--- src/hw/rtl/xcef_pkg.sv ---
`default_nettype none

package xcef_pkg;

   // Default limit on element nesting.
   localparam int unsigned MaxDepthDefault = 255;

   // Queue between the classifier and the scanner.
   localparam int unsigned QueueDepth = 4;
   localparam int unsigned QueuePtrW  = $clog2(QueueDepth);
   localparam int unsigned QueueCntW  = $clog2(QueueDepth + 1);

   // Position and offset width.
   localparam int unsigned PosW = 32;

   // Character codes of interest.
   localparam logic [7:0] ChLt    = 8'h3C;
   localparam logic [7:0] ChGt    = 8'h3E;
   localparam logic [7:0] ChSlash = 8'h2F;
   localparam logic [7:0] ChSpace = 8'h20;
   localparam logic [7:0] ChColon = 8'h3A;

   // Character classes: LETTER is a valid first name byte, NAMECH is a digit or colon.
   typedef enum logic [2:0] {
      CLS_OTHER,
      CLS_LT,
      CLS_SLASH,
      CLS_GT,
      CLS_SPACE,
      CLS_LETTER,
      CLS_NAMECH
   } char_class_type;

   // One classified beat as it travels through the queue.
   typedef struct packed {
      char_class_type cls;
      logic           eot;
   } beat_type;

   // Scanner phases.
   typedef enum logic [2:0] {
      PH_CONTENT,
      PH_AFTER_LT,
      PH_NAME,
      PH_ATTR,
      PH_SKIP_CLOSE
   } phase_type;

   // Result codes.
   typedef enum logic [1:0] {
      OUT_FOUND     = 2'd0,
      OUT_NOT_FOUND = 2'd1,
      OUT_OVERFLOW  = 2'd2
   } outcome_type;

endpackage

`default_nettype wire

--- src/hw/rtl/xml_content_end_finder.sv ---
// An accepted byte is stored in the queue, scanned at the queue head, and its result is held in the result register.
// Throughput: one byte per cycle, set by the single-step scanner behind a four-beat queue.
// The scanner stalls only while a result waits on rsp and the queue then fills.
// Reset (synchronous, active high) empties the queue, clears the scan state and the result valid flag,
// and sets start_offset to 0.
`default_nettype none

module xml_content_end_finder #(
   parameter int unsigned MAX_DEPTH = xcef_pkg::MaxDepthDefault
) (
   input  wire logic         clock,
   input  wire logic         reset,
   // Input beats.
   input  wire logic         req_tvalid,
   output logic              req_tready,
   input  wire logic [7:0]   req_tdata,   // [7:0] text_byte
   input  wire logic         req_tlast,   // end_of_text
   // Result beats.
   output logic              rsp_tvalid,
   input  wire logic         rsp_tready,
   output logic [39:0]       rsp_tdata,   // [1:0] outcome, [33:2] end_position, rest zero
   // Start offset register.
   input  wire logic         csr_we,
   input  wire logic [31:0]  csr_wdata
);

   logic [xcef_pkg::PosW-1:0]   start_offset_ff;
   xcef_pkg::beat_type          push_beat, head_beat;
   logic                        push_valid, q_full, head_valid, pop;
   xcef_pkg::outcome_type       out_outcome;
   logic [xcef_pkg::PosW-1:0]   out_position;

   // Start offset register.
   always_ff @(posedge clock) begin
      if (reset) begin
         start_offset_ff <= '0;
      end else if (csr_we) begin
         start_offset_ff <= csr_wdata;
      end
   end

   assign req_tready = !q_full;

   xcef_front u_front (
      .req_valid  (req_tvalid),
      .req_byte   (req_tdata),
      .req_last   (req_tlast),
      .push_beat  (push_beat),
      .push_valid (push_valid)
   );

   xcef_queue u_queue (
      .clock      (clock),
      .reset      (reset),
      .push       (push_valid),
      .push_beat  (push_beat),
      .full       (q_full),
      .pop        (pop),
      .head_valid (head_valid),
      .head_beat  (head_beat)
   );

   xcef_back #(
      .MAX_DEPTH (MAX_DEPTH)
   ) u_back (
      .clock        (clock),
      .reset        (reset),
      .start_offset (start_offset_ff),
      .head_valid   (head_valid),
      .head_beat    (head_beat),
      .pop          (pop),
      .out_valid    (rsp_tvalid),
      .out_ready    (rsp_tready),
      .out_outcome  (out_outcome),
      .out_position (out_position)
   );

   // Pack the result beat.
   assign rsp_tdata = {6'b000000, out_position, out_outcome};

endmodule

`default_nettype wire

--- src/hw/rtl/xcef_front.sv ---
`default_nettype none

module xcef_front (
   input  wire logic              req_valid,
   input  wire logic [7:0]        req_byte,
   input  wire logic              req_last,
   output xcef_pkg::beat_type     push_beat,
   output logic                   push_valid
);

   // Sort each incoming byte into the class that the scanner acts on.
   always_comb begin
      push_beat.eot = req_last;
      push_valid    = req_valid;
      if (req_byte == xcef_pkg::ChLt) begin
         push_beat.cls = xcef_pkg::CLS_LT;
      end else if (req_byte == xcef_pkg::ChGt) begin
         push_beat.cls = xcef_pkg::CLS_GT;
      end else if (req_byte == xcef_pkg::ChSlash) begin
         push_beat.cls = xcef_pkg::CLS_SLASH;
      end else if (req_byte == xcef_pkg::ChSpace) begin
         push_beat.cls = xcef_pkg::CLS_SPACE;
      end else if ((req_byte >= 8'h41 && req_byte <= 8'h5A) ||
                   (req_byte >= 8'h61 && req_byte <= 8'h7A)) begin
         push_beat.cls = xcef_pkg::CLS_LETTER;
      end else if ((req_byte >= 8'h30 && req_byte <= 8'h39) ||
                   req_byte == xcef_pkg::ChColon) begin
         push_beat.cls = xcef_pkg::CLS_NAMECH;
      end else begin
         push_beat.cls = xcef_pkg::CLS_OTHER;
      end
   end

endmodule

`default_nettype wire

--- src/hw/rtl/xcef_queue.sv ---
`default_nettype none

module xcef_queue (
   input  wire logic               clock,
   input  wire logic               reset,
   input  wire logic               push,
   input  xcef_pkg::beat_type      push_beat,
   output logic                    full,
   input  wire logic               pop,
   output logic                    head_valid,
   output xcef_pkg::beat_type      head_beat
);

   xcef_pkg::beat_type                   slot_ff [xcef_pkg::QueueDepth];
   logic [xcef_pkg::QueuePtrW-1:0]       wr_ptr_ff, wr_ptr_in;
   logic [xcef_pkg::QueuePtrW-1:0]       rd_ptr_ff, rd_ptr_in;
   logic [xcef_pkg::QueueCntW-1:0]       cnt_ff, cnt_in;
   logic                                 do_push, do_pop;

   assign full       = (cnt_ff == xcef_pkg::QueueCntW'(xcef_pkg::QueueDepth));
   assign head_valid = (cnt_ff != '0);
   assign head_beat  = slot_ff[rd_ptr_ff];
   assign do_push    = push && !full;
   assign do_pop     = pop && head_valid;

   // Pointer and fill count update.
   always_comb begin
      wr_ptr_in = do_push ? wr_ptr_ff + 1'b1 : wr_ptr_ff;
      rd_ptr_in = do_pop ? rd_ptr_ff + 1'b1 : rd_ptr_ff;
      cnt_in    = cnt_ff;
      if (do_push && !do_pop) begin
         cnt_in = cnt_ff + 1'b1;
      end else if (do_pop && !do_push) begin
         cnt_in = cnt_ff - 1'b1;
      end
   end

   always_ff @(posedge clock) begin
      if (reset) begin
         wr_ptr_ff <= '0;
         rd_ptr_ff <= '0;
         cnt_ff    <= '0;
      end else begin
         wr_ptr_ff <= wr_ptr_in;
         rd_ptr_ff <= rd_ptr_in;
         cnt_ff    <= cnt_in;
      end
   end

   // Slot storage needs no reset.
   always_ff @(posedge clock) begin
      if (do_push) begin
         slot_ff[wr_ptr_ff] <= push_beat;
      end
   end

endmodule

`default_nettype wire

--- src/hw/rtl/xcef_back.sv ---
`default_nettype none

module xcef_back #(
   parameter int unsigned MAX_DEPTH = xcef_pkg::MaxDepthDefault
) (
   input  wire logic                       clock,
   input  wire logic                       reset,
   input  wire logic [xcef_pkg::PosW-1:0]  start_offset,
   input  wire logic                       head_valid,
   input  xcef_pkg::beat_type              head_beat,
   output logic                            pop,
   output logic                            out_valid,
   input  wire logic                       out_ready,
   output xcef_pkg::outcome_type           out_outcome,
   output logic [xcef_pkg::PosW-1:0]       out_position
);

   localparam int unsigned DepthW = $clog2(MAX_DEPTH + 1);
   localparam logic [DepthW-1:0] MaxDepthW = DepthW'(MAX_DEPTH);

   xcef_pkg::phase_type              phase_ff, phase_in;
   logic [DepthW-1:0]                depth_ff, depth_in;
   logic                             name_ok_ff, name_ok_in;
   logic                             slash_ff, slash_in;
   logic [xcef_pkg::PosW-1:0]        count_ff, count_in;
   logic                             finished_ff, finished_in;
   logic                             out_valid_ff, out_valid_in;
   xcef_pkg::outcome_type            out_outcome_ff, out_outcome_in;
   logic [xcef_pkg::PosW-1:0]        out_pos_ff, out_pos_in;
   logic                             found, overflow, open_tag;
   xcef_pkg::char_class_type         cls;

   assign cls          = head_beat.cls;
   assign pop          = head_valid && (!out_valid_ff || out_ready);
   assign out_valid    = out_valid_ff;
   assign out_outcome  = out_outcome_ff;
   assign out_position = out_pos_ff;

   // Scanner step for the beat at the head of the queue, and the result register.
   always_comb begin
      phase_in       = phase_ff;
      depth_in       = depth_ff;
      name_ok_in     = name_ok_ff;
      slash_in       = slash_ff;
      count_in       = count_ff;
      finished_in    = finished_ff;
      found          = 1'b0;
      open_tag       = 1'b0;
      overflow       = 1'b0;
      out_valid_in   = out_valid_ff && !out_ready;
      out_outcome_in = out_outcome_ff;
      out_pos_in     = out_pos_ff;

      if (pop) begin
         if (!finished_ff) begin
            unique case (phase_ff)
               xcef_pkg::PH_CONTENT: begin
                  if (cls == xcef_pkg::CLS_LT) begin
                     phase_in = xcef_pkg::PH_AFTER_LT;
                  end
               end
               xcef_pkg::PH_AFTER_LT: begin
                  priority if (cls == xcef_pkg::CLS_SLASH) begin
                     if (depth_ff == '0) begin
                        found = 1'b1;
                     end else begin
                        depth_in = depth_ff - 1'b1;
                        phase_in = xcef_pkg::PH_SKIP_CLOSE;
                     end
                  end else if (cls == xcef_pkg::CLS_GT) begin
                     phase_in = xcef_pkg::PH_CONTENT;
                  end else if (cls == xcef_pkg::CLS_SPACE) begin
                     name_ok_in = 1'b0;
                     slash_in   = 1'b0;
                     phase_in   = xcef_pkg::PH_ATTR;
                  end else begin
                     name_ok_in = (cls == xcef_pkg::CLS_LETTER);
                     phase_in   = xcef_pkg::PH_NAME;
                  end
               end
               xcef_pkg::PH_NAME: begin
                  priority if (cls == xcef_pkg::CLS_GT) begin
                     open_tag = name_ok_ff;
                     phase_in = xcef_pkg::PH_CONTENT;
                  end else if (cls == xcef_pkg::CLS_SPACE || cls == xcef_pkg::CLS_SLASH) begin
                     slash_in = (cls == xcef_pkg::CLS_SLASH);
                     phase_in = xcef_pkg::PH_ATTR;
                  end else if (cls != xcef_pkg::CLS_LETTER && cls != xcef_pkg::CLS_NAMECH) begin
                     name_ok_in = 1'b0;
                  end
               end
               xcef_pkg::PH_ATTR: begin
                  if (cls == xcef_pkg::CLS_GT) begin
                     open_tag = name_ok_ff && !slash_ff;
                     phase_in = xcef_pkg::PH_CONTENT;
                  end else begin
                     slash_in = (cls == xcef_pkg::CLS_SLASH);
                  end
               end
               default: begin
                  // Skipping the rest of a closing tag.
                  if (cls == xcef_pkg::CLS_GT) begin
                     phase_in = xcef_pkg::PH_CONTENT;
                  end
               end
            endcase

            // A valid opening tag either deepens the nesting or overflows.
            if (open_tag) begin
               if (depth_ff >= MaxDepthW) begin
                  overflow = 1'b1;
               end else begin
                  depth_in = depth_ff + 1'b1;
               end
            end

            priority if (found) begin
               out_valid_in   = 1'b1;
               out_outcome_in = xcef_pkg::OUT_FOUND;
               out_pos_in     = start_offset + count_ff - 1'b1;
               finished_in    = 1'b1;
            end else if (overflow) begin
               out_valid_in   = 1'b1;
               out_outcome_in = xcef_pkg::OUT_OVERFLOW;
               out_pos_in     = '0;
               finished_in    = 1'b1;
            end else if (head_beat.eot) begin
               out_valid_in   = 1'b1;
               out_outcome_in = xcef_pkg::OUT_NOT_FOUND;
               out_pos_in     = '0;
               finished_in    = 1'b1;
            end else begin
               finished_in = finished_ff;
            end
         end

         count_in = count_ff + 1'b1;

         // The last beat of a text re-arms the scanner.
         if (head_beat.eot) begin
            phase_in    = xcef_pkg::PH_CONTENT;
            depth_in    = '0;
            name_ok_in  = 1'b0;
            slash_in    = 1'b0;
            count_in    = '0;
            finished_in = 1'b0;
         end
      end
   end

   always_ff @(posedge clock) begin
      if (reset) begin
         phase_ff     <= xcef_pkg::PH_CONTENT;
         depth_ff     <= '0;
         name_ok_ff   <= 1'b0;
         slash_ff     <= 1'b0;
         count_ff     <= '0;
         finished_ff  <= 1'b0;
         out_valid_ff <= 1'b0;
      end else begin
         phase_ff     <= phase_in;
         depth_ff     <= depth_in;
         name_ok_ff   <= name_ok_in;
         slash_ff     <= slash_in;
         count_ff     <= count_in;
         finished_ff  <= finished_in;
         out_valid_ff <= out_valid_in;
      end
   end

   // Result payload holds no reset.
   always_ff @(posedge clock) begin
      out_outcome_ff <= out_outcome_in;
      out_pos_ff     <= out_pos_in;
   end

endmodule

`default_nettype wire

--- config.mk ---
export PLATFORM = sky130hd
export DESIGN_NAME = xml_content_end_finder
export DESIGN_NICKNAME = d
export VERILOG_FILES = /design/src/hw/rtl/xcef_pkg.sv /design/src/hw/rtl/xml_content_end_finder.sv /design/src/hw/rtl/xcef_front.sv /design/src/hw/rtl/xcef_queue.sv /design/src/hw/rtl/xcef_back.sv
export SDC_FILE = /design/constraint.sdc
export NUM_CORES = 1
export LEC_CHECK = 0
export ABC_AREA = 1
export BUFFER_PORTS_ARGS = -buffer_cell sky130_fd_sc_hd__buf_2
export CAP_MARGIN = 20
export CORE_MARGIN = 4
export CORE_UTILIZATION = 40
export DETAILED_ROUTE_END_ITERATION = 12
export PLACE_DENSITY_LB_ADDON = 0.12
export SYNTH_ARGS = -nofsm -noshare
export SYNTH_HDL_FRONTEND = slang
export SYNTH_SLANG_ARGS = --single-unit
--- constraint.sdc ---
create_clock -name clock -period 5.7 [get_ports clock]
set_clock_uncertainty 0.2 [all_clocks]
set_input_delay 1.14 -clock clock [delete_from_list [all_inputs] [get_ports clock]]
set_output_delay 1.14 -clock clock [all_outputs]
set_load 0.005 [all_outputs]
==> metrics.md <==
| Metric | Value |
|---|---|
| Worst Setup End Kind | `flip-flop` |
| Worst endpoint required time | `5680 ps` |
| Clock power share | `0.281` |
| Worst slew pin tran | `721 ps` |
| All-layer global routing usage | `0.187` |
| DR pass1 iterations | `5` |
| Hold Slack | `266 ps` |
| Switching pwr | `1.64 mW` |
| Starting DRT DRC Count | `420` |
| DR WL met2 | `10400 um` |
| Most common cell after layout, fill and taps aside | `nand2_1` |
| Pin count of the biggest net entering global routing | `44` |
| RSZ-0062 raised after global routing | `no` |
| Initial antenna violation count | `0` |
| Post-cts hold buffer count | `0` |
| GRT overflow | `0` |
| Reg power frac | `0.334` |
| Max Freq | `315 MHz` |
| Tcrit/Tclk final | `0.556` |
| Crit Path Class | `reg -> reg` |
| Internal Pwr Total | `2.35 mW` |
| Row count | `55` |
| First-pass GRT wire length | `39300 um` |
| Placement Cell Area | `10000 sq um` |
| Final core utilization | `0.464` |
| Max Slew Vio Count | `0` |
| RD Place Congestion | `0.906` |
| Post-synth EDFFs | `50` |
| Clock-pin slew on the worst setup and hold paths | `70 ps` |
| Post-CTS setup buffers | `0` |
| DRC Markers | `0` |
| Cell count after synthesis | `1330` |
| Synthesized flop and latch total | `138` |
| Final setup vio count | `0` |
| Post_cts resized | `0` |
| Final WL | `23800 um` |
| IO Count | `88` |
| Max IR drop VDD | `0.253 mV` |
| WL met1 | `12000 um` |
| Worst skew pair latency | `430 ps` |
| Top Layer Used | `met4` |
| Overall power | `4.00 mW` |
| Post-synthesis cell area | `9350 sq um` |
| Post-route ant nets | `0` |
| Ys async rst share | `0` |
| Setup WS post-layout | `2530 ps` |
| TritonCTS Buffers | `17` |
| Hold WC Path Type | `reg -> reg` |
| Vias in the first global route | `7749` |
| Die W | `161 um` |
| Clk root buf | `clkbuf_16` |
| Status | `complete, no violations` |
| Clock buffer depth | `2` |
| Final cell count without fillers | `1735` |
| Via-to-Cell Ratio | `4.81` |
| ANT cells | `0` |
| Sw frac | `0.411` |
| Minimum clock period after layout | `3170 ps` |
| Cell Pwr Density | `377 nW/um^2` |
| Setup_tns | `0 ps` |
| Fin nets | `1527` |
| Starting Density | `0.409` |
| # H-tree levels | `4` |
| Arr. time, crit path | `3150 ps` |
| CORE AREA | `22800 sq um` |
| Setup slack, reg-to-reg | `2530 ps` |
| DP Cell Count | `1703` |
| Seq/Total Area, Yosys | `0.349` |
| Final instance area | `10600 sq um` |
| Die Y | `161 um` |
| CTS tree | `built` |
| Crit start category | `flip-flop` |
| Post-Place Setup Slack | `2200 ps` |
| Distinct cells, synth | `51` |
| Most frequent cells in the layout | `279 x nand2_1, 238 x inv_1, 127 x a21oi_1` |
| Warnings, synthesis | `0` |
| Via count | `8340` |
| Syn avg cell area | `7.03 sq um` |
| # port buffers | `81` |
| CTS Sinks | `138` |
| Relative slew margins | `0.513` |
| Critical-path maximum fanout | `4` |
| DP Wirelength | `18700 um` |
| Logic pwr share | `0.385` |
| Share of layout cells above drive strength 1 | `0.127` |
| Die area | `25900 sq um` |
| Max Cap Viol | `0` |
| P&R area growth vs syn | `13.4%` |
| DR WL/cell | `13.7 um` |
| Lkg Pwr | `4.97 nW` |
| Final Hold Viols | `0` |
| Met3 wire len | `1140 um` |
| Primary FF master, synth | `dfxtp_1` |
worst max-delay path, cell delays in order (launching register included):
cell	delay [ps]
dfxtp_1	350
inv_1	80
ha_1	270
inv_1	60
ha_1	150
inv_1	50
fa_1	460
inv_1	110
nand2_1	60
o21ai_1	250
nand2_1	80
nand2_1	130
inv_1	90
o21ai_2	210
nand3_1	150
nand3_1	100
nand2_1	50
inv_1	50
nor2_1	40
synthesized netlist by cell type, types with 2 or more instances:
master    instances  area share
a21oi_2           7      0.0066
nor3_1           24       0.013
a211oi_1          2      0.0016
edfxtp_1         50        0.16
nor2_4            2      0.0024
buf_2             3      0.0016
nand3_1          78       0.042
fa_1              2      0.0043
o21ai_0          82       0.044
o211ai_1          3      0.0024
nor2_1          123       0.049
nand3b_1          3      0.0024
nand2_2          10      0.0067
a21boi_0          2      0.0016
inv_1           238       0.096
xor2_1            9      0.0084
nor3_2            2      0.0021
ha_1             70       0.094
o21ai_2           7      0.0066
nand2_1         279        0.11
clkbuf_1         15      0.0060
nand3_4           2      0.0037
o21ai_1           3      0.0016
nand3_2           4      0.0043
nand4_1          19       0.013
buf_4             7      0.0056
inv_2            10      0.0040
o21bai_1          5      0.0040
nor2_2            7      0.0047
nor4_1            8      0.0054
dfxtp_1          88        0.19
nand2_4           7      0.0084
a21oi_1         127       0.068
buf_6             4      0.0048
or2_2             3      0.0020
o21a_1           10      0.0080
cell type report:
cell class / count / area, sq um
multi-input combinational: 916 / 4980
sequential: 138 / 3260
timing repair buffer: 85 / 435
tap: 313 / 392
clock inverter: 15 / 155
inverter: 251 / 946
fill: 2429 / 12200
clock buffer: 17 / 425
final timing paths:
check / start / end / cells after the start
min reg2reg: start_offset_ff[20]$_SDFFE_PP0P_ / start_offset_ff[20]$_SDFFE_PP0P_ / 2
max: u_back.count_ff[1]$_SDFFE_PP0P_ / u_back.out_position[25]$_SDFFCE_PN0P_ / 18
min: start_offset_ff[20]$_SDFFE_PP0P_ / start_offset_ff[20]$_SDFFE_PP0P_ / 2
max reg2reg: u_back.count_ff[1]$_SDFFE_PP0P_ / u_back.out_position[25]$_SDFFCE_PN0P_ / 18
flip-flops by register name (all words and copies together) (netlist names), 3 cells and up, named ones only:
register	flops
u_back.phase_ff	3
u_back.count_ff	32
start_offset_ff	32
u_back.depth_ff	8
u_queue.slot_ff	16
u_back.out_position	32
u_queue.cnt_ff	3
layer usage:
metal  global-route usage  up-vias
met1                0.269     3685
met4               0.0407        0
met2                0.294      172
li1                     -     4467
met3               0.0349       16
met5                    0        -
kinds of logic after synthesis:
logic type | Yosys count | synth area share
adders and majority gates | 72 | 0.0980
DFF | 138 | 0.349
AOI/OAI and AO/OA | 252 | 0.148
other | 1 | 0.000401
buffers and inverters | 281 | 0.120
and+or+nand+nor | 576 | 0.276
xor gates and xnor gates | 10 | 0.00937
power groups by stage:
stage | combinational, mW | sequential, mW | clock [mW]
after floorplan | 1.13 | 1.35 | 0
after global placement | 1.54 | 1.36 | 0
after detailed placement | 1.55 | 1.36 | 0
after CTS | 1.56 | 1.34 | 1.15
after global routing | 1.77 | 1.35 | 1.19
final | 1.54 | 1.33 | 1.12
No activity file was read; power rests on OpenSTA's default activity.
